$ cat src/sv/psrl_pkg.sv
// Shared types and codes for the priority scheduler with resource locks.
// Used by psrl_front, psrl_back and the top level; depends on nothing.
package psrl_pkg;

  localparam logic [2:0] OP_CREATE_PROC = 3'd0;
  localparam logic [2:0] OP_CREATE_RES  = 3'd1;
  localparam logic [2:0] OP_DELETE_PROC = 3'd2;
  localparam logic [2:0] OP_DELETE_RES  = 3'd3;
  localparam logic [2:0] OP_TICK        = 3'd4;

  localparam logic [2:0] STAT_OK          = 3'd0;
  localparam logic [2:0] STAT_ID_IN_USE   = 3'd1;
  localparam logic [2:0] STAT_NO_RES      = 3'd2;
  localparam logic [2:0] STAT_RUNNING     = 3'd3;
  localparam logic [2:0] STAT_RES_IN_USE  = 3'd4;
  localparam logic [2:0] STAT_NO_PROC     = 3'd5;
  localparam logic [2:0] STAT_NONE_READY  = 3'd6;
  localparam logic [2:0] STAT_STEP_ERROR  = 3'd7;

  localparam logic [1:0] SS_READY   = 2'd0;
  localparam logic [1:0] SS_BLOCKED = 2'd1;
  localparam logic [1:0] SS_RUNNING = 2'd2;

  localparam logic [15:0] WAIT_MAX = 16'hFFFF;

  typedef struct packed {
    logic [15:0] steps;
    logic [7:0]  priority_req;
    logic [2:0]  resource_id;
    logic [3:0]  process_id;
    logic [2:0]  operation;
  } item_t;

  typedef struct packed {
    logic  valid;
    item_t item;
  } queue_out_t;

endpackage

$ cat src/sv/psrl_front.sv
// Front end: accepts input words and holds them in a two-entry queue.
// Depends on psrl_pkg for the item type.
module psrl_front (
  input  logic                 clk_i,
  input  logic                 rst_ni,
  input  logic                 in_valid_i,
  output logic                 in_ready_o,
  input  psrl_pkg::item_t      in_item_i,
  output psrl_pkg::queue_out_t q_out_o,
  input  logic                 q_ready_i
);

  psrl_pkg::item_t mem_q [2];
  logic            wr_ptr_q, wr_ptr_d;
  logic            rd_ptr_q, rd_ptr_d;
  logic [1:0]      count_q, count_d;
  logic            push, pop;

  assign in_ready_o    = (count_q != 2'd2);
  assign push          = in_valid_i && in_ready_o;
  assign pop           = q_out_o.valid && q_ready_i;
  assign q_out_o.valid = (count_q != 2'd0);
  assign q_out_o.item  = mem_q[rd_ptr_q];

  always_comb begin
    wr_ptr_d = push ? ~wr_ptr_q : wr_ptr_q;
    rd_ptr_d = pop ? ~rd_ptr_q : rd_ptr_q;
    count_d  = count_q + {1'b0, push} - {1'b0, pop};
  end

  always_ff @(posedge clk_i or negedge rst_ni) begin
    if (!rst_ni) begin
      wr_ptr_q <= 1'b0;
      rd_ptr_q <= 1'b0;
      count_q  <= 2'd0;
    end else begin
      wr_ptr_q <= wr_ptr_d;
      rd_ptr_q <= rd_ptr_d;
      count_q  <= count_d;
    end
  end

  always_ff @(posedge clk_i) begin
    if (push) begin
      mem_q[wr_ptr_q] <= in_item_i;
    end
  end

endmodule

$ cat src/sv/psrl_back.sv
// Back end: process and resource tables, the slot-scanning sequencer and the
// result register. Depends on psrl_pkg for codes and the item type.
module psrl_back #(
  parameter int PROCESS_SLOTS  = 16,
  parameter int RESOURCE_COUNT = 8
) (
  input  logic                 clk_i,
  input  logic                 rst_ni,
  input  psrl_pkg::queue_out_t q_in_i,
  output logic                 q_ready_o,
  output logic                 out_valid_o,
  input  logic                 out_ready_i,
  output logic [31:0]          out_data_o
);

  localparam int SW = (PROCESS_SLOTS > 1) ? $clog2(PROCESS_SLOTS) : 1;
  localparam int RW = (RESOURCE_COUNT > 1) ? $clog2(RESOURCE_COUNT) : 1;
  localparam logic [SW-1:0] LAST_SLOT = SW'(PROCESS_SLOTS - 1);

  typedef enum logic [2:0] {S_IDLE, S_EXEC, S_SCAN, S_FINISH, S_DONE} state_e;

  state_e state_q, state_d;
  psrl_pkg::item_t item_q, item_d;

  logic [PROCESS_SLOTS-1:0] valid_q, valid_d;
  logic [7:0]  pri_q   [PROCESS_SLOTS], pri_d   [PROCESS_SLOTS];
  logic [15:0] steps_q [PROCESS_SLOTS], steps_d [PROCESS_SLOTS];
  logic [15:0] wait_q  [PROCESS_SLOTS], wait_d  [PROCESS_SLOTS];
  logic [2:0]  res_q   [PROCESS_SLOTS], res_d   [PROCESS_SLOTS];
  logic [1:0]  sst_q   [PROCESS_SLOTS], sst_d   [PROCESS_SLOTS];

  logic [RESOURCE_COUNT-1:0] exists_q, exists_d, locked_q, locked_d;

  logic          busy_q, busy_d;
  logic [SW-1:0] cpu_q, cpu_d;
  logic [15:0]   cpu_steps_q, cpu_steps_d;
  logic [2:0]    cpu_res_q, cpu_res_d;

  logic [SW-1:0] cnt_q, cnt_d;
  logic          found_q, found_d, hit_q, hit_d;
  logic [SW-1:0] b_idx_q, b_idx_d;
  logic [7:0]    b_pri_q, b_pri_d;
  logic [15:0]   b_wait_q, b_wait_d, b_steps_q, b_steps_d;
  logic [2:0]    b_res_q, b_res_d;
  logic [2:0]    stat_q, stat_d;
  logic          fin_q, fin_d;

  logic          out_valid_q, out_valid_d;
  logic [31:0]   out_data_q, out_data_d;

  logic          pid_ok, rid_ok;
  logic [SW-1:0] pidx;
  logic [RW-1:0] ridx;

  assign pid_ok = (32'(item_q.process_id) < PROCESS_SLOTS);
  assign rid_ok = (32'(item_q.resource_id) < RESOURCE_COUNT);
  assign pidx   = SW'(item_q.process_id);
  assign ridx   = RW'(item_q.resource_id);

  assign q_ready_o   = (state_q == S_IDLE);
  assign out_valid_o = out_valid_q;
  assign out_data_o  = out_data_q;

  always_comb begin
    state_d     = state_q;
    item_d      = item_q;
    valid_d     = valid_q;
    pri_d       = pri_q;
    steps_d     = steps_q;
    wait_d      = wait_q;
    res_d       = res_q;
    sst_d       = sst_q;
    exists_d    = exists_q;
    locked_d    = locked_q;
    busy_d      = busy_q;
    cpu_d       = cpu_q;
    cpu_steps_d = cpu_steps_q;
    cpu_res_d   = cpu_res_q;
    cnt_d       = cnt_q;
    found_d     = found_q;
    hit_d       = hit_q;
    b_idx_d     = b_idx_q;
    b_pri_d     = b_pri_q;
    b_wait_d    = b_wait_q;
    b_steps_d   = b_steps_q;
    b_res_d     = b_res_q;
    stat_d      = stat_q;
    fin_d       = fin_q;
    out_valid_d = out_valid_q && !out_ready_i;
    out_data_d  = out_data_q;

    case (state_q)
      S_IDLE: begin
        if (q_in_i.valid) begin
          item_d  = q_in_i.item;
          state_d = S_EXEC;
        end
      end
      S_EXEC: begin
        stat_d  = psrl_pkg::STAT_OK;
        fin_d   = 1'b0;
        cnt_d   = '0;
        found_d = 1'b0;
        hit_d   = 1'b0;
        state_d = S_DONE;
        case (item_q.operation)
          psrl_pkg::OP_CREATE_PROC: begin
            if (!pid_ok || valid_q[pidx]) begin
              stat_d = psrl_pkg::STAT_ID_IN_USE;
            end else if (!rid_ok || !exists_q[ridx]) begin
              stat_d = psrl_pkg::STAT_NO_RES;
            end else begin
              valid_d[pidx] = 1'b1;
              pri_d[pidx]   = item_q.priority_req;
              steps_d[pidx] = item_q.steps;
              wait_d[pidx]  = '0;
              res_d[pidx]   = item_q.resource_id;
              sst_d[pidx]   = locked_q[ridx] ? psrl_pkg::SS_BLOCKED : psrl_pkg::SS_READY;
            end
          end
          psrl_pkg::OP_CREATE_RES: begin
            if (!rid_ok || exists_q[ridx]) begin
              stat_d = psrl_pkg::STAT_ID_IN_USE;
            end else begin
              exists_d[ridx] = 1'b1;
              locked_d[ridx] = 1'b0;
            end
          end
          psrl_pkg::OP_DELETE_PROC: begin
            if (!pid_ok || !valid_q[pidx]) begin
              stat_d = psrl_pkg::STAT_NO_PROC;
            end else if (busy_q && cpu_q == pidx) begin
              stat_d = psrl_pkg::STAT_RUNNING;
            end else begin
              valid_d[pidx] = 1'b0;
            end
          end
          psrl_pkg::OP_DELETE_RES: begin
            state_d = S_SCAN;
          end
          psrl_pkg::OP_TICK: begin
            // End the running turn: free its resource and wake its waiters.
            if (busy_q && valid_q[cpu_q]) begin
              if (cpu_steps_q == 16'd0) begin
                valid_d[cpu_q] = 1'b0;
                fin_d          = 1'b1;
              end
              if (32'(cpu_res_q) < RESOURCE_COUNT) begin
                locked_d[RW'(cpu_res_q)] = 1'b0;
              end
              for (int i = 0; i < PROCESS_SLOTS; i++) begin
                if (valid_q[i] && res_q[i] == cpu_res_q) begin
                  sst_d[i] = psrl_pkg::SS_READY;
                end
              end
            end
            busy_d  = 1'b0;
            cpu_d   = '0;
            state_d = S_SCAN;
          end
          default: begin
            stat_d = psrl_pkg::STAT_OK;
          end
        endcase
      end
      S_SCAN: begin
        if (item_q.operation == psrl_pkg::OP_DELETE_RES) begin
          if (valid_q[cnt_q] && res_q[cnt_q] == item_q.resource_id) begin
            hit_d = 1'b1;
          end
        end else if (valid_q[cnt_q] && sst_q[cnt_q] == psrl_pkg::SS_READY) begin
          if (!found_q || pri_q[cnt_q] > b_pri_q ||
              (pri_q[cnt_q] == b_pri_q && wait_q[cnt_q] > b_wait_q)) begin
            found_d   = 1'b1;
            b_idx_d   = cnt_q;
            b_pri_d   = pri_q[cnt_q];
            b_wait_d  = wait_q[cnt_q];
            b_steps_d = steps_q[cnt_q];
            b_res_d   = res_q[cnt_q];
          end
        end
        if (cnt_q == LAST_SLOT) begin
          state_d = S_FINISH;
        end else begin
          cnt_d = cnt_q + 1'b1;
        end
      end
      S_FINISH: begin
        state_d = S_DONE;
        if (item_q.operation == psrl_pkg::OP_DELETE_RES) begin
          if (hit_q) begin
            stat_d = psrl_pkg::STAT_RES_IN_USE;
          end else if (!rid_ok || !exists_q[ridx]) begin
            stat_d = psrl_pkg::STAT_NO_RES;
          end else begin
            exists_d[ridx] = 1'b0;
            locked_d[ridx] = 1'b0;
          end
        end else if (!found_q) begin
          stat_d = psrl_pkg::STAT_NONE_READY;
        end else if (b_steps_q == 16'd0) begin
          stat_d = psrl_pkg::STAT_STEP_ERROR;
        end else begin
          if (32'(b_res_q) < RESOURCE_COUNT) begin
            locked_d[RW'(b_res_q)] = 1'b1;
          end
          // Lock out the other ready processes that share the winner's resource,
          // and age everyone but the winner.
          for (int i = 0; i < PROCESS_SLOTS; i++) begin
            if (valid_q[i] && sst_q[i] == psrl_pkg::SS_READY && res_q[i] == b_res_q) begin
              sst_d[i] = psrl_pkg::SS_BLOCKED;
            end
            if (valid_q[i] && SW'(i) != b_idx_q && wait_q[i] != psrl_pkg::WAIT_MAX) begin
              wait_d[i] = wait_q[i] + 16'd1;
            end
          end
          steps_d[b_idx_q] = b_steps_q - 16'd1;
          sst_d[b_idx_q]   = psrl_pkg::SS_RUNNING;
          wait_d[b_idx_q]  = '0;
          busy_d           = 1'b1;
          cpu_d            = b_idx_q;
          cpu_steps_d      = b_steps_q - 16'd1;
          cpu_res_d        = b_res_q;
        end
      end
      S_DONE: begin
        if (!out_valid_q || out_ready_i) begin
          out_valid_d = 1'b1;
          out_data_d  = {7'd0, fin_q,
                         busy_q ? cpu_steps_q : 16'd0,
                         busy_q ? 4'(cpu_q) : 4'd0,
                         busy_q, stat_q};
          state_d     = S_IDLE;
        end
      end
      default: begin
        state_d = S_IDLE;
      end
    endcase
  end

  always_ff @(posedge clk_i or negedge rst_ni) begin
    if (!rst_ni) begin
      state_q     <= S_IDLE;
      valid_q     <= '0;
      exists_q    <= '0;
      locked_q    <= '0;
      busy_q      <= 1'b0;
      cpu_q       <= '0;
      cnt_q       <= '0;
      found_q     <= 1'b0;
      hit_q       <= 1'b0;
      out_valid_q <= 1'b0;
    end else begin
      state_q     <= state_d;
      valid_q     <= valid_d;
      exists_q    <= exists_d;
      locked_q    <= locked_d;
      busy_q      <= busy_d;
      cpu_q       <= cpu_d;
      cnt_q       <= cnt_d;
      found_q     <= found_d;
      hit_q       <= hit_d;
      out_valid_q <= out_valid_d;
    end
  end

  always_ff @(posedge clk_i) begin
    item_q      <= item_d;
    pri_q       <= pri_d;
    steps_q     <= steps_d;
    wait_q      <= wait_d;
    res_q       <= res_d;
    sst_q       <= sst_d;
    cpu_steps_q <= cpu_steps_d;
    cpu_res_q   <= cpu_res_d;
    b_idx_q     <= b_idx_d;
    b_pri_q     <= b_pri_d;
    b_wait_q    <= b_wait_d;
    b_steps_q   <= b_steps_d;
    b_res_q     <= b_res_d;
    stat_q      <= stat_d;
    fin_q       <= fin_d;
    out_data_q  <= out_data_d;
  end

endmodule

$ cat src/sv/priority_scheduler_with_resource_locks.sv
// Top level of the priority scheduler with resource locks.
// Instantiates psrl_front and psrl_back; uses psrl_pkg for the item type.
//
//   channel   direction  word                              handshake
//   s_axis    in         operation in tuser, rest 32 bits  s_axis_tvalid_i / s_axis_tready_o
//   m_axis    out        one result, 32 bits               m_axis_tvalid_o / m_axis_tready_i
//
// With the back end idle, a tick or a resource delete goes through S_EXEC, the sequencer
// that walks the process slots one per cycle, S_FINISH and S_DONE before its result is
// registered; the other operations go from S_EXEC straight to S_DONE.
// Reset clears the slot and resource valid bits and the running marker at once.
// A held result parks the back end in its last state; the two-word input queue keeps
// accepting until it is full, and only then does s_axis_tready_o drop.
module priority_scheduler_with_resource_locks #(
  parameter int PROCESS_SLOTS  = 16,
  parameter int RESOURCE_COUNT = 8
) (
  input  logic        clk_i,
  input  logic        rst_ni,
  input  logic        s_axis_tvalid_i,
  output logic        s_axis_tready_o,
  // [3:0] process_id, [6:4] resource_id, [14:7] priority_req,
  // [30:15] steps, [31] zero
  input  logic [31:0] s_axis_tdata_i,
  // [2:0] operation
  input  logic [2:0]  s_axis_tuser_i,
  output logic        m_axis_tvalid_o,
  input  logic        m_axis_tready_i,
  // [2:0] status, [3] running_valid, [7:4] running_process,
  // [23:8] steps_left, [24] finished, [31:25] zero
  output logic [31:0] m_axis_tdata_o
);

  psrl_pkg::item_t      in_item;
  psrl_pkg::queue_out_t q_out;
  logic                 q_ready;

  assign in_item = psrl_pkg::item_t'({s_axis_tdata_i[30:0], s_axis_tuser_i});

  psrl_front u_front (
    .clk_i      (clk_i),
    .rst_ni     (rst_ni),
    .in_valid_i (s_axis_tvalid_i),
    .in_ready_o (s_axis_tready_o),
    .in_item_i  (in_item),
    .q_out_o    (q_out),
    .q_ready_i  (q_ready)
  );

  psrl_back #(
    .PROCESS_SLOTS  (PROCESS_SLOTS),
    .RESOURCE_COUNT (RESOURCE_COUNT)
  ) u_back (
    .clk_i       (clk_i),
    .rst_ni      (rst_ni),
    .q_in_i      (q_out),
    .q_ready_o   (q_ready),
    .out_valid_o (m_axis_tvalid_o),
    .out_ready_i (m_axis_tready_i),
    .out_data_o  (m_axis_tdata_o)
  );

endmodule
$ cat config.mk
export PLATFORM = sky130hd
export DESIGN_NAME = priority_scheduler_with_resource_locks
export DESIGN_NICKNAME = d
export VERILOG_FILES = /design/src/sv/psrl_pkg.sv /design/src/sv/psrl_front.sv /design/src/sv/psrl_back.sv /design/src/sv/priority_scheduler_with_resource_locks.sv
export SDC_FILE = /design/constraint.sdc
export NUM_CORES = 2
export LEC_CHECK = 0
export BUFFER_PORTS_ARGS = -buffer_cell sky130_fd_sc_hd__buf_4
export CORE_ASPECT_RATIO = 1.4
export CORE_MARGIN = 4
export CORE_UTILIZATION = 47
export DETAILED_ROUTE_END_ITERATION = 7
export GPL_TIMING_DRIVEN = 0
export PLACE_DENSITY = 0.71
export RECOVER_POWER = 25
export SLEW_MARGIN = 20
export SYNTH_ARGS = -nofsm -noshare
export SYNTH_HDL_FRONTEND = slang
export SYNTH_SLANG_ARGS = --single-unit
$ cat constraint.sdc
create_clock -name clk_i -period 4.9 [get_ports clk_i]
set_input_delay 0.49 -clock clk_i [delete_from_list [all_inputs] [get_ports clk_i]]
set_output_delay 0.49 -clock clk_i [all_outputs]
set_load 0.005 [all_outputs]
==> flow_summary_export.csv <==
group,metric,value,unit
status,status,"finished, violations left",
status,violations,"capacitance limit, slew limit, setup timing",
min_path,hold_depth,3,
logic_synthesis,synth_cells,4297,
worst_setup_path,critPathLaunchType,"flip-flop",
power,p_leak,0.0183,µW
logic_synthesis,synth_top_cell_by_area,"edfxtp_1",
routing,via_per_inst,6.69,
worst_setup_path,crit_slowest_cell,"edfxtp_1",
worst_setup_path,cp_top_family,"buffers and inverters",
logic_synthesis,ys_seq_area_frac,0.564,
global_routing,grt_antenna_before_repair,5,
routing,wl,184,mm
routing,drt_iter0_markers,5473,
worst_setup_path,cp.depth,12,
timing,slew_violations,97,
timing,max_slew_margin,-1.23,
timing,worst-slew-pin-transition,3340,ps
logic_synthesis,async_flop_share,0.0527,
placed_design,port-buffer-count,64,
clock_tree,clockBufferDepth,3,
logic_synthesis,synth_ff_type,"edfxtp_1",
timing,hold_viol_final,0,
global_routing,grt_start_max_net_pins,257,
routing,post_drt_wl_per_cell,30.4,µm
timing,fin_skew,38.1,ps
floorplan,num_io_pins,73,
clock_tree,clk_latency,750,ps
timing,fmax,203,MHz
routing,drc,0,
timing,setup_ws,-21.9,ps
worst_setup_path,path_cells,"clkbuf_1, inv_1, ha_1, or4b_1, or3_1, buf_2, o211ai_4, a21oi_1, a21bo_1, buf_4, buf_6, clkinv_16",
floorplan,num_rows,142,
worst_setup_path,crit_required,5190,ps
routing,dr_total_vias,40500,
worst_setup_path,crit_type,"reg -> reg",
finish,finalNetCount,4618,
clock_tree,tritoncts,"yes",
worst_setup_path,r2r_cells,12,
worst_setup_path,critPathMaxStageDelay,590,ps
power,clkPwrFrac,0.293,
power,powerDensity,465,mW/mm²
timing,setup_viol,29,
power,share_seq_of_total_power,0.413,
placed_design,gp_congestion,1.05,
floorplan,initial_core_util,0.475,
placed_design,post-dp-hpwl,135,mm
job,max-cap-violations,3,
logic_synthesis,ys_seq_elements,968,
routing,ant_nets,0,
power,comb_power_share,0.293,
floorplan,coreArea,0.107,mm²
timing,period_share,1.00,
global_routing,grt_pass1_wl,264,mm
finish,post-route-util,0.537,
power,internal_power,17300,µW
clock_tree,clkSinkCount,968,
worst_setup_path,worst-path-buf-inv,6,
floorplan,die_area,0.114,mm²
global_routing,grt_usage,0.318,
finish,area_delta_synth_final,13.0,%
logic_synthesis,yosys_warnings,0,
logic_synthesis,ys_types,88,
floorplan,fp.dieW,287,µm
power,irDropWorstVdd,0.000399,V
clock_tree,cts_root_buf,"clkbuf_16",
placed_design,dp_slack,-1350,ps
power,power,26800,µW
logic_synthesis,syn_area_per_cell,11.9,µm²
logic_synthesis,synth_top_area_share,0.539,
clock_tree,clk_pin_slew,70,ps
logic_synthesis,netlist_area,0.0511,mm²
clock_tree,h-tree-depth,3,
floorplan,die_y,398,µm
logic_synthesis,synth_edf_count,917,
worst_setup_path,cp-end-kind,"flip-flop",
routing,firstDrtPassIters,7,
logic_synthesis,synthTopCellsByArea,"edfxtp_1 (54%), mux4_2 (9.8%), o21ai_0 (5.9%)",
timing,fin_setup_tns,-448,ps
power,switching_share,0.355,
timing,rsz0062_at_grt,"no",
worst_setup_path,crit_fanout,128,
timing,period_needed,4920,ps
power,netSwitchingPower,9520,µW
clock_tree,numCtsBuffers,96,
global_routing,overflow,0,
worst_setup_path,crit_arrival,5210,ps
min_path,hold_path.class,"in -> reg",
global_routing,first_global_vias,38800,
finish,drive_gt1_frac,0.141,
-- layer usage --
metal  GRT usage  share of wire  vias up
met1       0.356           0.33    19800
met5           0        0.00015        -
met3      0.0601          0.092      817
li1            -              -    17200
met2       0.513           0.47     2778
met4       0.291           0.12        4
-- kinds of logic (layout without fill, tap and decap cells) --
logic type,count (synthesis),after routing,share of synthesized area
and+or+nand+nor,1297,1297,0.125
AOI/OAI and AO/OA,1153,1154,0.134
other,1,11,0.0000735
buffers and inverters,426,739,0.0334
muxes,283,283,0.111
adders and majority gates,44,44,0.0108
DFF,968,968,0.564
xor gates and xnor gates,125,125,0.0214
-- worst reg2reg max path: stages, from the launching register on --
cell       delay [ps]
edfxtp_1          590
clkbuf_1          330
inv_1             260
ha_1              230
or4b_1            520
or3_1             370
buf_2             230
o211ai_4          340
a21oi_1           150
a21bo_1           210
buf_4             340
buf_6             390
clkinv_16         280
-- power by group through the flow --
| stage | Combinational (µW) | Clock, µW | Sequential, µW |
|---|---|---|---|
| detailed placement | 7630 | 0 | 11200 |
| CTS | 7710 | 7900 | 11100 |
| global route | 8250 | 8260 | 11200 |
| finish | 7870 | 7870 | 11100 |
| global placement | 7370 | 0 | 11200 |
| floorplan | 4750 | 0 | 10900 |
-- final timing paths --
kind | from | end | slack [ps]
max | u_back.b_steps_q[0] | u_back.wait_q[220] | -20
min | m_axis_tready_i | u_back.out_valid_o | 90
max reg2reg | u_back.b_steps_q[0] | u_back.wait_q[220] | -20
min reg2reg | u_back.stat_q[2] | u_back.out_data_o[2] | 430
max in group asynchronous | rst_ni | u_back.valid_q[8] | 1550
min in group asynchronous | rst_ni | u_back.locked_q[4] | 1430
-- synth_stat cells, types with 44 or more instances --
library cell and n:
nand4_1 117, a21oi_1 164, clkbuf_1 216, dfrtp_1 51
o21ai_0 604, nand2_1 516, mux2_2 47, xnor2_1 96
nand3_1 137, and3_1 54, nor3_1 64, buf_1 58
ha_1 44, inv_1 102, nor2_1 181, edfxtp_1 917
mux4_2 222, a31oi_1 105
-- through the flow --
step / cell area (µm²) / std cells / hold slack (ps)
after global routing: 57700 / 6057 / 100
final: 57700 / 6061 / 87.7
after CTS: 57700 / 6056 / 76.8
after floorplan: 51100 / 4303 / 194
after global placement: 53400 / 5807 / 406
after detailed placement: 54000 / 5842 / 420
-- placed cells by master (no fill, tap or decap), types with 30 or more instances in the layout --
cell / Yosys / routed
a41oi_1: 31 / 31
mux4_2: 222 / 222
buf_1: 58 / 41
a21oi_1: 164 / 163
o21ai_0: 604 / 603
buf_4: 11 / 30
dfrtp_1: 51 / 51
nor2_1: 181 / 164
clkbuf_1: 216 / 235
nand3_1: 137 / 137
nand2_1: 516 / 516
a31oi_1: 105 / 105
and4_1: 31 / 31
nor3_1: 64 / 55
xnor2_1: 96 / 96
clkbuf_16: 0 / 97
nand4_1: 117 / 117
mux2_2: 47 / 40
and3_1: 54 / 54
o22ai_1: 39 / 39
ha_1: 44 / 44
edfxtp_1: 917 / 917
inv_1: 102 / 102
clkbuf_4: 0 / 50
o21ai_1: 32 / 33
buf_2: 32 / 32
dlygate4sd3_1: 0 / 35
-- timing repair --
item / 4_1_cts / 5_1_grt
gates resized for setup: 56 / 10
hold endpoints to repair: 119 / 0
hold buffers: 35 / 0
endpoints found under the setup margin: 143 / 167
gates cloned: 1 / 1
pin swaps: 2 / 0
buffers inserted: 1 / 0
-- layout make-up --
class / instances / area, µm²
repair buffers: 134 / 1150
clock buffers: 118 / 2540
clock inverters: 62 / 781
inverters: 106 / 425
repair inverters: 1 / 11.3
multi-input cells: 2910 / 20800
fillers: 8997 / 49800
plain buffers: 318 / 1430
diodes: 4 / 10.0
flip-flops and latches: 968 / 28800
well taps: 1440 / 1800
-- sequential cells by signal, summed over array words and instances, names as in the netlist, 4 cells and up, named ones only --
register,cells
u_back.pri_q,128
u_back.cpu_q,4
u_back.locked_q,8
u_back.cnt_q,4
u_back.b_steps_q,16
u_back.cpu_steps_q,16
u_back.item_q,27
u_back.sst_q,32
u_back.valid_q,16
u_back.wait_q,256
u_back.out_data_o,25
u_back.b_wait_q,16
u_back.pidx,4
u_back.res_q,48
u_back.b_idx_q,4
u_front.mem_q,68
u_back.steps_q,256
u_back.b_pri_q,8
Note: power is estimated with default switching activity, not from simulation.
